===== src/sv/scba_pkg.sv =====
`default_nettype none
// ----------------------------------------------------------------------------
// Size-class block allocator package
// Shared sizes, operation and status codes, and the command and status
// bundles that join the controller to the datapath.
// ----------------------------------------------------------------------------
package scba_pkg;

    localparam int NUM_CLASSES      = 4;
    localparam int BLOCKS_PER_CLASS = 256;
    localparam int TOTAL_BLOCKS     = NUM_CLASSES * BLOCKS_PER_CLASS;

    // Four class size registers; classes past the last one reuse it.
    localparam int NUM_CFG   = 4;
    localparam int CFG_IDX_W = 2;

    localparam int OP_W     = 2;
    localparam int STATUS_W = 2;
    localparam int SIZE_W   = 16;
    // Global 1-based block index and free totals.
    localparam int IDX_W    = $clog2(TOTAL_BLOCKS + 1);
    // Local index, end mark, watermark and per-class count.
    localparam int LOC_W    = $clog2(BLOCKS_PER_CLASS + 1);
    localparam int ADDR_W   = $clog2(TOTAL_BLOCKS);
    localparam int CLS_W    = (NUM_CLASSES > 1) ? $clog2(NUM_CLASSES) : 1;

    localparam logic [OP_W-1:0] OP_ALLOC   = 2'd0;
    localparam logic [OP_W-1:0] OP_FREE    = 2'd1;
    localparam logic [OP_W-1:0] OP_REBUILD = 2'd2;

    localparam logic [STATUS_W-1:0] STAT_OK     = 2'd0;
    localparam logic [STATUS_W-1:0] STAT_NOFREE = 2'd1;
    localparam logic [STATUS_W-1:0] STAT_RANGE  = 2'd2;

    localparam logic [SIZE_W-1:0] CLASS_SIZE_RESET [NUM_CFG] =
        '{16'd64, 16'd128, 16'd256, 16'd512};

    typedef struct packed {
        logic load;         // capture the accepted request
        logic read_link;    // read the head block's link from the RAM
        logic commit_exec;  // finish a request that needs no link read
        logic commit_link;  // finish an allocate with the link just read
    } t_dp_cmd;

    typedef struct packed {
        logic need_link;    // allocate pops a block below the watermark
        logic slot_free;    // the result register can take a new result
    } t_dp_status;

endpackage
`default_nettype wire


===== src/sv/scba_ctrl.sv =====
`default_nettype none
// ----------------------------------------------------------------------------
// Allocator controller
// Sequences one request at a time: capture, execute, and an optional
// link read for allocates that pop a previously freed block.
// ----------------------------------------------------------------------------
module scba_ctrl import scba_pkg::*; (
    input  wire logic       i_clk,
    input  wire logic       i_rst_n,
    input  wire logic       i_in_valid,
    output logic            o_in_stall,
    input  wire t_dp_status i_sts,
    output t_dp_cmd         o_cmd
);

    typedef enum logic [2:0] {
        S_IDLE = 3'b001,
        S_EXEC = 3'b010,
        S_LINK = 3'b100
    } t_state;

    t_state r_state;
    t_state n_state;

    always_comb begin
        n_state = r_state;
        o_cmd   = '0;
        case (r_state)
            S_IDLE: begin
                if (i_in_valid) begin
                    o_cmd.load = 1'b1;
                    n_state    = S_EXEC;
                end
            end
            S_EXEC: begin
                if (i_sts.need_link) begin
                    o_cmd.read_link = 1'b1;
                    n_state         = S_LINK;
                end else if (i_sts.slot_free) begin
                    o_cmd.commit_exec = 1'b1;
                    n_state           = S_IDLE;
                end
            end
            S_LINK: begin
                if (i_sts.slot_free) begin
                    o_cmd.commit_link = 1'b1;
                    n_state           = S_IDLE;
                end
            end
            default: begin
                n_state = S_IDLE;
            end
        endcase
    end

    always_ff @(posedge i_clk) begin
        if (!i_rst_n) begin
            r_state <= S_IDLE;
        end else begin
            r_state <= n_state;
        end
    end

    assign o_in_stall = (r_state != S_IDLE);

    // The link state is reached right after a link read was issued and is
    // then held while the result register is still occupied.
    a_link_after_read: assert property (@(posedge i_clk) disable iff (!i_rst_n)
        (r_state == S_LINK) |-> ($past(o_cmd.read_link) || $past(r_state == S_LINK)))
        else $error("link state entered without a link read");

    // A captured request always enters the execute state in the following cycle.
    a_load_to_exec: assert property (@(posedge i_clk) disable iff (!i_rst_n)
        o_cmd.load |=> (r_state == S_EXEC))
        else $error("captured request not executed");

endmodule
`default_nettype wire


===== config.mk =====
export PLATFORM = sky130hd
export DESIGN_NAME = scba_ctrl
export DESIGN_NICKNAME = d
export VERILOG_FILES = /design/src/sv/scba_pkg.sv /design/src/sv/scba_ctrl.sv
export SDC_FILE = /design/constraint.sdc
export NUM_CORES = 1
export LEC_CHECK = 0
export BUFFER_PORTS_ARGS = -buffer_cell sky130_fd_sc_hd__buf_4
export CORE_AREA = 3 3 40 42
export CTS_CLUSTER_DIAMETER = 60
export DETAILED_ROUTE_END_ITERATION = 7
export DIE_AREA = 0 0 43 45
export SETUP_SLACK_MARGIN = 0.02
export SYNTH_ARGS = -nofsm -noshare
export SYNTH_HDL_FRONTEND = slang
export SYNTH_SLANG_ARGS = --single-unit

===== constraint.sdc =====
create_clock -name i_clk -period 1.46 [get_ports i_clk]
set_clock_uncertainty 0.1 [all_clocks]
set_input_delay 0.219 -clock i_clk [delete_from_list [all_inputs] [get_ports i_clk]]
set_output_delay 0.219 -clock i_clk [all_outputs]
set_load 0.02 [all_outputs]

==> impl_results.md <==
- Register area: between 60 and 70 um^2
- Number of flops mapped to enable cells by yosys: 0
- Synth top area cells: dfxtp_1 (29%), nor3_1 (7.2%), and3_1 (6.0%)
- Syn nets: 32
- CP endpoint kind: output port
- Final Cycle Share: 0.9394
- Clk sinks: 3
- Layout cells sized above 1: 0.5135
- CP delay by family, top: flip-flops
- Critical path launch point: r_state[0]$_SDFFE_PN1P_
- Die area: between 0.0015 and 0.002 mm^2
- Nets: between 40 and 50
- Status: complete, no violations
- Worst reg2reg setup slack: 0.18 ns
- TNS Setup: 0 ns
- Antenna Nets Post-Route: 0
- Vias per inst: ~4.4
- Initial antenna violation count: 0
- Dominant cell type by area after synthesis: dfxtp_1
- Fmax: 729.2 MHz
- LEAKAGE: ~0.14 nW
- Largest net degree at the start of global routing: 12
- GRT Total Usage: 0.07321
- Total power: 0.3006 mW
- Post-route cell area: about 310 um^2
- CTS root buf: clkbuf_4
- Vias in the first global route: 211
- Most instantiated cells after synthesis: dfxtp_1 (3), nand2_1 (3), nor3_1 (3)
- Worst Setup Start Kind: flop
- Critical path required time: roughly 1.1 ns
- Core Region: 0.001285 mm^2
- Crit Path Category: flop to output port
- Multi-input gate area: about 130 um^2
- Leading register cell type out of synthesis: dfxtp_1
- Post-synth ARST share: 0
- Die Ht: 45 um
- Worst slew margin: 0.7742
- TritonCTS Buffers: 3
- Final worst slack: roughly 0.09 ns
- Post-synth top area share: 0.2874
- Rows: 13
- Worst Hold Depth: 2
- Avg Cell Area, Syn: a little under 8 um^2
- PD cells: 957.2 mW/mm^2
- Post-Syn Area: between 200 and 250 um^2
- Area growth, synth to finish: 50.30%
- Drt drc: 0
- RSZ-0062 raised after global routing: true
- CP max stage cell: dfxtp_4
- ANT cells: 0
- Hold Vio Cnt, Final: 0
- Tightest Pin Transition: approximately 0.33 ns
- Worst r2r path cells: 3
- DR vias: approximately 230
- Area of placed instances: roughly 270 um^2
- CP arrival: between 1 and 1.5 ns
- Max-cap violations: 0
- Critical path capture point: o_cmd[1]
- DP Worst Slack: approximately 0.12 ns
- Hold slack: ~0.14 ns
- Worst r2r src: r_state[0]$_SDFFE_PN1P_
- Post-CTS repair timing setup buffer count: 0
- Synthesis-stage register bit count: 3
- Clock transition at path regs: roughly 0.04 ns
- Synthesized netlist cell count: 27
- Top reg by flops: r_state
- Crit-path max cell delay: around 0.36 ns
- Stages on the worst setup path: 3
- Clock Tree Buf Depth: 2
- Max reg flops: 3
- Final WL: between 500 and 600 um
- Max Transition Viols Final: 0
- Synth Warn #: 0
- Routability cong.: around 0.73
- Post-DR wirelength/cell: 10.04 um
- Sequential area share after synthesis: 0.2874
- Worst hold path type: input pin to flop
- H-tree Lvls: 1
- Filler Cell Count: 136
- Grt total ovfl: 0
- Critical-path cell list: nor2_2, and4b_1, buf_4
- Chip Width: 43 um
- VDD IR max: ~0.26 mV
- Effective utilization at floorplan: 0.1626
- Largest regs: r_state (3)
- I/O pins: 10
- Final setup vio count: 0
- Yosys cell types: 18
- Buffers and inverters on the worst path: 1
- CTS tree: yes
- First-pass detailed-route iteration total: 2
- CP max FO: 9
- Worst skew pair latency: around 0.24 ns
- I/O Buffers: 9
- First-pass GRT wire length: ~990 um
- Reg-to-Reg End: r_state[1]$_SDFFE_PN0P_
- Iter 0 DRT Violations: 1
- Post-layout min period: around 1.4 ns
==> worst min-delay path by stage <==
stage / slack [ns] / end / from
detailed placement: 0.38 / r_state[1]$_SDFFE_PN0P_ / i_rst_n
CTS: 0.13 / r_state[1]$_SDFFE_PN0P_ / i_rst_n
global route: 0.13 / r_state[1]$_SDFFE_PN0P_ / i_rst_n
global placement: 0.37 / r_state[1]$_SDFFE_PN0P_ / i_rst_n
finish: 0.14 / r_state[1]$_SDFFE_PN0P_ / i_rst_n
floorplan: 0.27 / r_state[1]$_SDFFE_PN0P_ / i_rst_n
==> layout make-up <==
type | count | area share
multi-input cells | 20 | 0.4183
inverters | 1 | 0.01195
clock buffers | 4 | 0.08367
well taps | 15 | 0.05976
repair buffers | 9 | 0.2151
flip-flops and latches | 3 | 0.2112
==> through the flow <==
step / utilization / std cells
floorplan: - / 27
global placement: 0.2132 / 48
detailed placement: 0.2132 / 48
CTS: 0.2366 / 52
global route: 0.2444 / 52
finish: 0.2444 / 52
==> layer usage <==
| metal | GRT usage | up-vias | routed length [um] |
|---|---|---|---|
| li1 | - | 118 | - |
| met1 | 0.09856 | 101 | 271 |
| met2 | 0.06886 | 10 | 185 |
| met3 | 0.08367 | 0 | 64 |
| met4 | 0.01807 | 0 | 0 |
| met5 | 0 | - | 0 |
==> worst register-to-register path, cell delays in order, from the launching register on <==
cell     delay [ns]
dfxtp_4        0.36
or4b_1         0.51
o21ai_0        0.08
and3_1         0.16
==> power by group <==
| part | total, mW | leakage (nW) | switching [mW] | internal, mW |
|---|---|---|---|---|
| sequential | 0.0992 | 0.0256 | 0.0113 | 0.0879 |
| combinational | 0.0517 | 0.0987 | 0.0242 | 0.0275 |
| clock | 0.150 | 0.0150 | 0.0470 | 0.103 |
| total | 0.301 | 0.139 | 0.0825 | 0.218 |
==> kinds of logic (layout without fill, tap and decap cells) <==
| logic type | Yosys count | after routing | share of synthesized area |
|---|---|---|---|
| compound gates | 4 | 4 | 0.1198 |
| buf+inv | 4 | 14 | 0.1197 |
| flops | 3 | 3 | 0.2874 |
| simple gates | 16 | 16 | 0.4731 |
==> cells in the final DEF, fill, tap and decap left out <==
| master | instances |
|---|---|
| a31oi_1 | 1 |
| and2b_2 | 1 |
| and3_1 | 2 |
| and3b_2 | 1 |
| and4b_1 | 1 |
| buf_4 | 9 |
| clkbuf_1 | 1 |
| clkbuf_4 | 3 |
| dfxtp_2 | 2 |
| dfxtp_4 | 1 |
| inv_1 | 1 |
| nand2_1 | 3 |
| nor2_1 | 1 |
| nor2_2 | 1 |
| nor3_1 | 2 |
| nor3_2 | 1 |
| nor3b_1 | 1 |
| o21ai_0 | 2 |
| o311ai_1 | 1 |
| or3_1 | 1 |
| or4b_1 | 1 |
==> timing repair <==
item	CTS	global route
endpoints found under the setup margin	3	4
resized for setup	3	3
hold buffers	0	0
Power figures use the tool's default switching activity.
